File: src/hdl/assert_macros.svh
// assertion macros shared by the rtl files
// no dependencies; guarded against double inclusion
`ifndef ASSERT_MACROS_SVH
`define ASSERT_MACROS_SVH

// same-cycle implication
`define RMF_ASSERT_NOW(label, clk, rst, ante, cons) \
  label: assert property (@(posedge clk) disable iff (rst) (ante) |-> (cons)) \
    else $error("rmf assertion failed");

// next-cycle implication
`define RMF_ASSERT_NEXT(label, clk, rst, ante, cons) \
  label: assert property (@(posedge clk) disable iff (rst) (ante) |=> (cons)) \
    else $error("rmf assertion failed");

`endif

File: src/hdl/rmf_pkg.sv
// running median filter package: widths, constants, fsm state, command and status types
// no dependencies
`timescale 1ns / 1ps

package rmf_pkg;

  localparam int SAMPLE_W       = 32;
  localparam int LEN_W          = 4;
  localparam int LEN_MAX        = 15;
  localparam int MAX_WINDOW_DEF = 15;

  localparam logic [SAMPLE_W-1:0] SIGN_BIAS = 32'h8000_0000;
  localparam logic [SAMPLE_W-1:0] KEY_PAD   = 32'hFFFF_FFFF;

  typedef logic signed [SAMPLE_W-1:0] sample_t;
  typedef logic [SAMPLE_W-1:0]        key_t;
  typedef logic [LEN_W-1:0]           len_t;

  typedef enum logic [1:0] {
    S_IDLE,
    S_READ,
    S_LAST,
    S_DONE
  } rmf_state_t;

  typedef struct packed {
    logic start;
    logic read_en;
    logic load_out;
  } rmf_cmd_t;

  typedef struct packed {
    logic last_read;
    logic out_busy;
  } rmf_status_t;

endpackage

File: src/hdl/rmf_if.sv
// channel interfaces of the running median filter: samples, results, config writes
// depends on rmf_pkg
`timescale 1ns / 1ps

interface rmf_in_if;
  logic             valid;
  logic             ready;
  rmf_pkg::sample_t sample_in;

  modport source (output valid, output sample_in, input ready);
  modport sink (input valid, input sample_in, output ready);
endinterface

interface rmf_out_if;
  logic             valid;
  logic             ready;
  rmf_pkg::sample_t median_out;
  logic             length_error;

  modport source (output valid, output median_out, output length_error, input ready);
  modport sink (input valid, input median_out, input length_error, output ready);
endinterface

interface rmf_cfg_if;
  logic          valid;
  logic          ready;
  rmf_pkg::len_t window_length;

  modport source (output valid, output window_length, input ready);
  modport sink (input valid, input window_length, output ready);
endinterface

File: src/hdl/rmf_ctrl.sv
// running median filter controller: sequences write, history read-out and result load
// depends on rmf_pkg
`timescale 1ns / 1ps

module rmf_ctrl (
  input  logic                 clk,
  input  logic                 rst,
  input  logic                 in_valid,
  output logic                 in_ready,
  input  rmf_pkg::rmf_status_t status,
  output rmf_pkg::rmf_cmd_t    cmd,
  output rmf_pkg::rmf_state_t  state
);
  import rmf_pkg::*;

  rmf_state_t state_next;

  always_ff @(posedge clk) begin
    if (rst) begin
      state <= S_IDLE;
    end else begin
      state <= state_next;
    end
  end

  always_comb begin
    state_next = state;
    unique case (state)
      S_IDLE: begin
        if (in_valid) state_next = S_READ;
      end
      S_READ: begin
        if (status.last_read) state_next = S_LAST;
      end
      S_LAST: begin
        state_next = S_DONE;
      end
      S_DONE: begin
        if (!status.out_busy) state_next = S_IDLE;
      end
      default: state_next = S_IDLE;
    endcase
  end

  always_comb begin
    in_ready     = 1'b0;
    cmd.start    = 1'b0;
    cmd.read_en  = 1'b0;
    cmd.load_out = 1'b0;
    unique case (state)
      S_IDLE: begin
        in_ready  = 1'b1;
        cmd.start = in_valid;
      end
      S_READ: begin
        cmd.read_en = 1'b1;
      end
      S_LAST: begin
      end
      S_DONE: begin
        cmd.load_out = !status.out_busy;
      end
      default: begin
      end
    endcase
  end

endmodule

File: src/hdl/rmf_datapath.sv
// running median filter datapath: config register, history memory,
// insertion-sort cell row and output register; depends on rmf_pkg
`timescale 1ns / 1ps

module rmf_datapath #(
  parameter int MAX_WINDOW = rmf_pkg::MAX_WINDOW_DEF
) (
  input  logic                 clk,
  input  logic                 rst,
  input  rmf_pkg::sample_t     sample_in,
  input  logic                 cfg_valid,
  input  rmf_pkg::len_t        cfg_data,
  input  rmf_pkg::rmf_cmd_t    cmd,
  output rmf_pkg::rmf_status_t status,
  input  logic                 out_ready,
  output logic                 out_valid,
  output rmf_pkg::sample_t     median_out,
  output logic                 length_error
);
  import rmf_pkg::*;

  localparam int SORT_N  = (MAX_WINDOW < LEN_MAX) ? MAX_WINDOW : LEN_MAX;
  localparam int HIST_AW = $clog2(SORT_N);
  localparam int SIDX_W  = $clog2(SORT_N);

  logic [SAMPLE_W-1:0] hist [SORT_N];

  len_t window_length;
  len_t fill;
  len_t slot;
  len_t rd_idx;
  logic rd_valid;
  key_t rd_data;
  logic err;
  key_t row [SORT_N];
  key_t row_next [SORT_N];

  len_t eff_len;
  len_t fill_c;
  len_t slot_c;
  len_t slot_inc;
  logic err_c;
  key_t key;

  always_comb begin
    if (window_length == '0) begin
      eff_len = len_t'(1);
    end else if (int'(window_length) > MAX_WINDOW) begin
      eff_len = len_t'(MAX_WINDOW);
    end else begin
      eff_len = window_length;
    end
    fill_c   = (fill > eff_len) ? eff_len : fill;
    slot_c   = (slot >= eff_len) ? '0 : slot;
    slot_inc = slot_c + len_t'(1);
    err_c    = (int'(window_length) > MAX_WINDOW) || !window_length[0];
  end

  always_ff @(posedge clk) begin
    if (rst) begin
      window_length <= len_t'(1);
    end else if (cfg_valid) begin
      window_length <= cfg_data;
    end
  end

  always_ff @(posedge clk) begin
    if (rst) begin
      fill     <= '0;
      slot     <= '0;
      rd_idx   <= '0;
      rd_valid <= 1'b0;
    end else begin
      rd_valid <= cmd.read_en;
      if (cmd.start) begin
        fill   <= (fill_c < eff_len) ? fill_c + len_t'(1) : fill_c;
        slot   <= (slot_inc >= eff_len) ? '0 : slot_inc;
        rd_idx <= '0;
      end else if (cmd.read_en) begin
        rd_idx <= rd_idx + len_t'(1);
      end
    end
  end

  // history memory, one write and one registered read per cycle
  // cleared at reset so slots not yet written read as zero after the window grows
  always_ff @(posedge clk) begin
    if (rst) begin
      for (int i = 0; i < SORT_N; i++) begin
        hist[i] <= '0;
      end
    end else if (cmd.start) begin
      hist[HIST_AW'(slot_c)] <= sample_in;
    end
    if (cmd.read_en) begin
      rd_data <= hist[HIST_AW'(rd_idx)];
    end
  end

  always_ff @(posedge clk) begin
    if (cmd.start) err <= err_c;
  end

  assign status.last_read = (rd_idx == fill - len_t'(1));

  // biased keys compare unsigned in signed order
  assign key = rd_data ^ SIGN_BIAS;

  // each cell keeps, takes the new key, or takes its left neighbor; cell 0 only keeps or takes the key
  always_comb begin
    row_next[0] = (row[0] <= key) ? row[0] : key;
  end

  for (genvar i = 1; i < SORT_N; i++) begin : g_cell
    always_comb begin
      if (row[i] <= key) begin
        row_next[i] = row[i];
      end else if (row[i-1] <= key) begin
        row_next[i] = key;
      end else begin
        row_next[i] = row[i-1];
      end
    end
  end

  always_ff @(posedge clk) begin
    for (int i = 0; i < SORT_N; i++) begin
      if (cmd.start) begin
        row[i] <= KEY_PAD;
      end else if (rd_valid) begin
        row[i] <= row_next[i];
      end
    end
  end

  always_ff @(posedge clk) begin
    if (rst) begin
      out_valid <= 1'b0;
    end else if (cmd.load_out) begin
      out_valid <= 1'b1;
    end else if (out_ready) begin
      out_valid <= 1'b0;
    end
  end

  always_ff @(posedge clk) begin
    if (cmd.load_out) begin
      median_out   <= sample_t'(row[SIDX_W'(fill >> 1)] ^ SIGN_BIAS);
      length_error <= err;
    end
  end

  assign status.out_busy = out_valid && !out_ready;

endmodule

File: src/hdl/running_median_filter_top.sv
// running median filter top level: channels, controller and datapath
// depends on rmf_pkg, rmf_if, rmf_ctrl, rmf_datapath and assert_macros.svh
//
// usage:
//   samples carries one signed 32-bit sample per request; results carries the
//   median of the samples held in the window and a length_error flag.
//   cfg_wr writes window_length; it is always ready and is meant to be used
//   only while no sample is in flight.
// sequence:
//   an accepted sample is written to the history memory, which then gives
//   one sample a cycle to the insertion-sort cell row; the median is then
//   loaded into the output register, and the next sample is taken only
//   after that load.
// reset:
//   rst (synchronous, active high) empties the window, restarts the write
//   slot at zero and sets window_length back to 1.
// stall:
//   the result sits in an output register until taken; a new sample is
//   accepted and processed meanwhile, and its result waits behind it.
`timescale 1ns / 1ps
`include "assert_macros.svh"

module running_median_filter_top #(
  parameter int MAX_WINDOW = rmf_pkg::MAX_WINDOW_DEF
) (
  input logic       clk,
  input logic       rst,
  rmf_in_if.sink    samples,
  rmf_out_if.source results,
  rmf_cfg_if.sink   cfg_wr
);
  import rmf_pkg::*;

  rmf_cmd_t    cmd;
  rmf_status_t status;
  rmf_state_t  state;

  assign cfg_wr.ready = 1'b1;

  rmf_ctrl u_ctrl (
    .clk      (clk),
    .rst      (rst),
    .in_valid (samples.valid),
    .in_ready (samples.ready),
    .status   (status),
    .cmd      (cmd),
    .state    (state)
  );

  rmf_datapath #(
    .MAX_WINDOW (MAX_WINDOW)
  ) u_datapath (
    .clk          (clk),
    .rst          (rst),
    .sample_in    (samples.sample_in),
    .cfg_valid    (cfg_wr.valid),
    .cfg_data     (cfg_wr.window_length),
    .cmd          (cmd),
    .status       (status),
    .out_ready    (results.ready),
    .out_valid    (results.valid),
    .median_out   (results.median_out),
    .length_error (results.length_error)
  );

  // an accepted request keeps the block busy on the next cycle
  `RMF_ASSERT_NEXT(a_busy_after_accept, clk, rst, samples.valid && samples.ready, !samples.ready)

  // a result only appears after the done state
  `RMF_ASSERT_NEXT(a_result_from_done, clk, rst, !results.valid && state != S_DONE, !results.valid)

  // the median is only loaded once the last history read has been sorted in
  `RMF_ASSERT_NEXT(a_load_after_last, clk, rst, cmd.read_en && status.last_read, !cmd.load_out)

endmodule

File: src/flat_wrapper.sv
// flat-port wrapper written by rule: the top's interface ports become plain ports
module running_median_filter_top_flat import rmf_pkg::*;
#(
  parameter int MAX_WINDOW = rmf_pkg::MAX_WINDOW_DEF
)
  (clk, rst, samples_valid, samples_sample_in, samples_ready, results_valid, results_median_out, results_length_error, results_ready, cfg_wr_valid, cfg_wr_window_length, cfg_wr_ready);
  rmf_in_if samples_i ();
  rmf_out_if results_i ();
  rmf_cfg_if cfg_wr_i ();
  input logic clk;
  input logic rst;
  input wire logic [$bits(samples_i.valid)-1:0] samples_valid;
  input wire logic [$bits(samples_i.sample_in)-1:0] samples_sample_in;
  output wire logic [$bits(samples_i.ready)-1:0] samples_ready;
  output wire logic [$bits(results_i.valid)-1:0] results_valid;
  output wire logic [$bits(results_i.median_out)-1:0] results_median_out;
  output wire logic [$bits(results_i.length_error)-1:0] results_length_error;
  input wire logic [$bits(results_i.ready)-1:0] results_ready;
  input wire logic [$bits(cfg_wr_i.valid)-1:0] cfg_wr_valid;
  input wire logic [$bits(cfg_wr_i.window_length)-1:0] cfg_wr_window_length;
  output wire logic [$bits(cfg_wr_i.ready)-1:0] cfg_wr_ready;
  assign samples_i.valid = samples_valid;
  assign samples_i.sample_in = samples_sample_in;
  assign samples_ready = samples_i.ready;
  assign results_valid = results_i.valid;
  assign results_median_out = results_i.median_out;
  assign results_length_error = results_i.length_error;
  assign results_i.ready = results_ready;
  assign cfg_wr_i.valid = cfg_wr_valid;
  assign cfg_wr_i.window_length = cfg_wr_window_length;
  assign cfg_wr_ready = cfg_wr_i.ready;
  running_median_filter_top #(.MAX_WINDOW(MAX_WINDOW)) u_core (.clk(clk), .rst(rst), .samples(samples_i), .results(results_i), .cfg_wr(cfg_wr_i));
endmodule
File: config.mk
export PLATFORM = sky130hd
export DESIGN_NAME = running_median_filter_top_flat
export DESIGN_NICKNAME = d
export VERILOG_FILES = /design/src/hdl/rmf_pkg.sv /design/src/hdl/rmf_if.sv /design/src/hdl/rmf_ctrl.sv /design/src/hdl/rmf_datapath.sv /design/src/hdl/running_median_filter_top.sv /design/src/flat_wrapper.sv
export VERILOG_INCLUDE_DIRS = /design/src /design/src/hdl
export SDC_FILE = /design/constraint.sdc
export NUM_CORES = 2
export LEC_CHECK = 0
export ABC_AREA = 1
export ABC_CLOCK_PERIOD_IN_PS = 10450
export BUFFER_PORTS_ARGS = -buffer_cell sky130_fd_sc_hd__buf_2
export CORE_MARGIN = 1.5
export CORE_UTILIZATION = 44
export CTS_CLUSTER_SIZE = 30
export DETAILED_ROUTE_END_ITERATION = 10
export PLACE_DENSITY = 0.66
export SLEW_MARGIN = 20
export SYNTH_ARGS = -nofsm -noshare
export SYNTH_HDL_FRONTEND = slang
export SYNTH_SLANG_ARGS = --single-unit
export TNS_END_PERCENT = 5
File: constraint.sdc
create_clock -name clk -period 10.45 [get_ports clk]
set_input_delay 0.5225 -clock clk [delete_from_list [all_inputs] [get_ports clk]]
set_output_delay 0.5225 -clock clk [all_outputs]
set_load 0.05 [all_outputs]
=== Yosys cells after proc, flatten, opt, wreduce, memory -nomap -nowiden ===
Memory sizes are Yosys's and may differ from the RTL's. A register that Yosys moved wholly into a read port is not among the register bits.
Index checks and enable logic that the tools add are counted.
Widths: inputs -> output; s select.

* Register bits: 54
* RAM bits: 960
* Input bits: 41
* Output and inout port bits: 36
* Word-level logic and storage cells: 142
* Memories: 2

{| class="wikitable"
|+ Memory list
! name !! words !! width !! rd ports !! clocked after memory_dff !! wr ports !! RTL line !! text
|-
| u_core.u_datapath.hist || 15 || 32 || 1 || 1 || 15 || rmf_datapath.sv:26 || <nowiki>logic [SAMPLE_W-1:0] hist [SORT_N];</nowiki>
|-
| u_core.u_datapath.row || 15 || 32 || 16 || 1 || 15 || rmf_datapath.sv:35 || <nowiki>key_t row [SORT_N];</nowiki>
|}

* $add $sub $neg: 4
* $lt $le $gt $ge: 19
* Eq/ne operators: 7
* Mux-type cells: 73
* Bitwise gates (word level): 17
* Reduce and logical (&&, ||, !) cells: 10

{| class="wikitable"
|+ Operator list
! kind !! count
|-
| $mux 32 || 45
|-
| $le 32x32->1 || 15
|-
| $mux 4 || 8
|-
| $reduce_or 32->1 || 1
|-
| $mux 1 || 16
|-
| $or 1x1->1 || 15
|-
| $add 4x1->4 const B || 3
|-
| $ge 4x4->1 || 2
|-
| $pmux 2 s4 || 1
|-
| $mux 2 || 3
|-
| $eq 2x2->1 const B || 2
|-
| $eq 4x4->1 || 1
|-
| $gt 4x4->1 || 1
|-
| $logic_not 4->1 || 1
|-
| $lt 4x4->1 || 1
|-
| $ne 2x2->1 const B || 2
|-
| $sub 4x1->4 const B || 1
|-
| $logic_not 1->1 || 3
|-
| $reduce_and 3->1 || 1
|-
| $eq 2x1->1 const B || 1
|-
| $logic_not 2->1 || 1
|-
| $ne 2x1->1 const B || 1
|-
| $not 1->1 || 2
|-
| $reduce_bool 2->1 || 1
|-
| 2 further kinds || 2
|}

=== Logic depth before layout (Yosys ltp) ===
* Depth after elaboration: 8
* Mapped depth: 23
* Mapped depth without buffers: 23

=== Hierarchy ===
A second synthesis with hierarchy kept.

* Cells, all modules: 4658
* Area total of the unflattened synthesis: 45428.6 µm²

{| class="wikitable"
|+ Modules (own cells, without submodules)
! module !! instances !! cells each !! area an instance (µm²) !! seq. area each (µm²)
|-
| rmf_datapath || 1 || 4627 || 45180.8 || 25464.4
|-
| rmf_ctrl || 1 || 29 || 236.5 || 40.0
|-
| running_median_filter_top || 1 || 2 || 11.3 || 0.0
|}

=== Least setup slack after synthesis ===
Ideal clock, no wire load.

* Path kind: flip-flop to flip-flop
* Start point: reg u_core.u_datapath.rd_data[23] (netlist name)
* End point: mem u_core.u_datapath.row[2][0] (netlist bit), enable pin
* Library setup time: 0.466 ns
* Arrival time: 4.170 ns
* Required time: 9.984 ns
* Setup slack: 5.814 ns
* Cell stages (with the launch flop): 12
* Path buffers: 1
* Clock period less this slack: 4.636 ns
* Path through: edfxtp_1 -> clkbuf_1 -> inv_1 -> ha_1 -> nand2_1 -> inv_1 -> nand3_1 -> nor4_2 -> nand2_1 -> nand2_1 -> nand2_2 -> o21ai_0

{| class="wikitable"
|+ RTL lines
! element !! RTL line
|-
| to (decl) || rmf_datapath.sv:35
|}

==> impl_metrics.env <==
export IMPL_status="finished clean"
export IMPL_fin_crit_sh_pct=51.1
export IMPL_cts_resized=0
export IMPL_final_cells=6015
export IMPL_grt_pass1_vias=34300
export IMPL_ir_drop_mv=0.164
export IMPL_regArea_mm2=0.0255
export IMPL_post_cts_buffers=0
export IMPL_internal_power_mw=7.15
export IMPL_drt_first_pass_iters=7
export IMPL_worst_hold_slack_ns=0.0316
export IMPL_tightestPinTransition_ns=1.20
export IMPL_coreArea_mm2=0.103
export IMPL_cts_tree="done"
export IMPL_r2r_cells=11
export IMPL_p_leak_nw=18.4
export IMPL_grt_usage_pct=26.5
export IMPL_p_clk_share_pct=28.0
export IMPL_dieArea_mm2=0.106
export IMPL_hold_depth=1
export IMPL_grt_max_degree=192
export IMPL_synth_top_area_share_pct=54.7
export IMPL_cts_root_buf="clkbuf_16"
export IMPL_rsz0062_at_grt="no"
export IMPL_synthesis_area_mm2=0.0458
export IMPL_syn_inst=4640
export IMPL_start_kind="register"
export IMPL_grt_overflow=0
export IMPL_drive_above_1_share_pct=8.12
export IMPL_io_buffers=75
export IMPL_synth_distinct_cells=43
export IMPL_multi_input_area_mm2=0.0178
export IMPL_finalSetupTns_ns=0
export IMPL_ios=77
export IMPL_nets=4873
export IMPL_syn_num_nets=4960
export IMPL_synth_top_flop_cell="edfxtp_1"
export IMPL_yosys_warnings=0
export IMPL_drt_iter0_markers=4251
export IMPL_max_cap_viol_count=0
export IMPL_cts_buffers_inserted=95
export IMPL_hp_class="in -> reg"
export IMPL_wl_per_cell_um=23.8
export IMPL_swShare_pct=39.0
export IMPL_ys_seq_area_share_pct=55.7
export IMPL_clkTransAtPathRegs_ns=0.06
export IMPL_crit_type="reg -> reg"
export IMPL_syn_area_per_cell_um2=9.88
export IMPL_setup_viol=0
export IMPL_crit_fanout=33
export IMPL_postCtsHoldBufs=22
export IMPL_place_area_mm2=0.0470
export IMPL_synth_edf_count=834
export IMPL_vias_per_cell=5.95
export IMPL_critPathArrivalTime_ns=5.66
export IMPL_pwr_share_comb_pct=33.7
export IMPL_placedCellCount=5814
export IMPL_seqPwrFrac_pct=38.2
export IMPL_place_gp_congestion=0.944
export IMPL_antenna_found_initial=9
export IMPL_synth_area_leader_cell="edfxtp_1"
export IMPL_fin_area_mm2=0.0503
export IMPL_cts_path_max_buffers=3
export IMPL_p_sw_mw=4.57
export IMPL_max_slew_margin_pct=19.7
export IMPL_p_per_area_mw_per_mm2=233
export IMPL_route_vias_total=35800
export IMPL_cts_sinks=857
export IMPL_async_flop_share_pct=0
export IMPL_skew_ns=0.0437
export IMPL_wirelength_mm=143
export IMPL_nFillCells=9590
export IMPL_worst_setup_path_end_kind="register"
export IMPL_hold_viol=0
export IMPL_yosysMostFrequentCell="edfxtp_1"
export IMPL_netlist_top_cells_area="edfxtp_1, ha_1, nor2_1"
export IMPL_synth_common_cells="edfxtp_1, nor2_1, nand2_1"
export IMPL_dp_hpwl_mm=84.0
export IMPL_fmax_ghz=0.187
export IMPL_maxSlewViolCount=0
export IMPL_clock_latency_ns=0.70
export IMPL_period_minus_slack_ns=5.34
export IMPL_fp_row_count=118
export IMPL_final_antenna_net_count=0
export IMPL_htreeDepth=3
export IMPL_synth_seq_cells=857
export IMPL_die_x_um=326
export IMPL_crit_required_ns=10.77
export IMPL_dieHeight_um=326
export IMPL_initial_core_util_pct=44.3
export IMPL_grt_pass1_wl_mm=213
export IMPL_syn2layout_area_growth_pct=9.70
export IMPL_drc=0
export IMPL_power_mw=11.7
## through the flow
stage,setup slack (ns),utilization [%]
6_report,5.11,48.6
5_1_grt,5.09,48.6
4_1_cts,5.35,48.6
3_5_place_dp,5.39,45.5
3_3_place_gp,5.49,45.5
2_1_floorplan,5.81,-
## logic make-up (layout without fill, tap and decap cells)
logic type / Yosys count / count (layout) / synth area share, %
fa+ha+maj: 279 / 279 / 7.62
other cells: 1 / 4 / 0.00818
xor+xnor: 6 / 6 / 0.115
flops: 857 / 857 / 55.7
compound gates: 827 / 827 / 10.1
mux: 128 / 128 / 2.80
simple gates: 1909 / 1909 / 17.9
buf+inv: 633 / 625 / 5.84
## path summary, 6_finish.rpt
check                                         to                     startpoint  slack [ns]
hold / removal    u_core.u_datapath.hist[15][26]          samples_sample_in[26]        0.03
hold reg to reg   u_core.u_datapath.length_error          u_core.u_datapath.err        0.42
setup reg to reg    u_core.u_datapath.row[2][28]  u_core.u_datapath.rd_data[30]        5.11
setup / recovery    u_core.u_datapath.row[2][28]  u_core.u_datapath.rd_data[30]        5.11
## power by group through the flow
stage	sequential (mW)	clock, mW	combinational [mW]
3_5_place_dp	4.54	0	3.83
2_1_floorplan	4.44	0	2.66
3_3_place_gp	4.53	0	3.77
4_1_cts	4.47	3.31	3.85
6_report	4.48	3.29	3.95
5_1_grt	4.51	3.44	4.30
## flip-flops by register name (all words and copies together), names as in the netlist, 2 cells and up, named ones only
signal / count
u_core.u_datapath.median_out: 32
u_core.u_datapath.hist: 512
u_core.u_datapath.rd_idx: 4
u_core.u_ctrl.state: 2
u_core.u_datapath.fill: 4
u_core.u_datapath.rd_data: 32
u_core.u_datapath.window_length: 4
u_core.u_datapath.slot: 4
u_core.u_datapath.row: 256
## critical path, stage by stage (launching register included)
cell and delay (ns):
edfxtp_1 0.48, inv_1 0.25, ha_1 0.36, nand2_1 0.06, nor2_1 0.20, nand4_1 0.20
nor4_2 0.46, nand2_1 0.15, nand2_2 0.71, nand2_2 0.88, o21ai_4 0.75, buf_4 0.45
## layout make-up
| type | count | area share (%) |
|---|---|---|
| Sequential cell | 857 | 50.8 |
| Multi-Input combinational cell | 3150 | 35.4 |
| Clock buffer | 133 | 5.07 |
| Tap cell | 1380 | 3.44 |
| Inverter | 290 | 2.18 |
| Timing Repair Buffer | 159 | 2.16 |
| Clock inverter | 43 | 0.941 |
| Antenna cell | 3 | 0.0149 |
## routing by layer
metal,global-route usage [%],routed length [um],vias up,part of all wire (%)
met5,0,59,-,0.041
met4,11.2,6290,8,4.4
met3,5.52,14400,406,10
met2,43.7,67100,1997,47
met1,33.8,55400,17200,39
li1,-,-,16200,-
## cells in the final DEF (no fill, tap or decap), types with 28 or more instances in the layout
cell,netlist,final
buf_2,82,75
o21ai_0,336,329
a31oi_1,40,40
nand2_2,12,28
ha_1,279,278
nand3_1,517,516
clkbuf_1,210,35
nand4_1,29,29
mux2i_1,128,128
nor2_1,728,726
nand2_1,559,542
o22ai_1,33,33
a21oi_1,266,265
buf_4,28,60
inv_1,281,280
o211ai_1,135,135
nor2_2,33,33
edfxtp_1,834,834
clkbuf_16,0,95
Note: power is estimated with default switching activity, not from simulation.
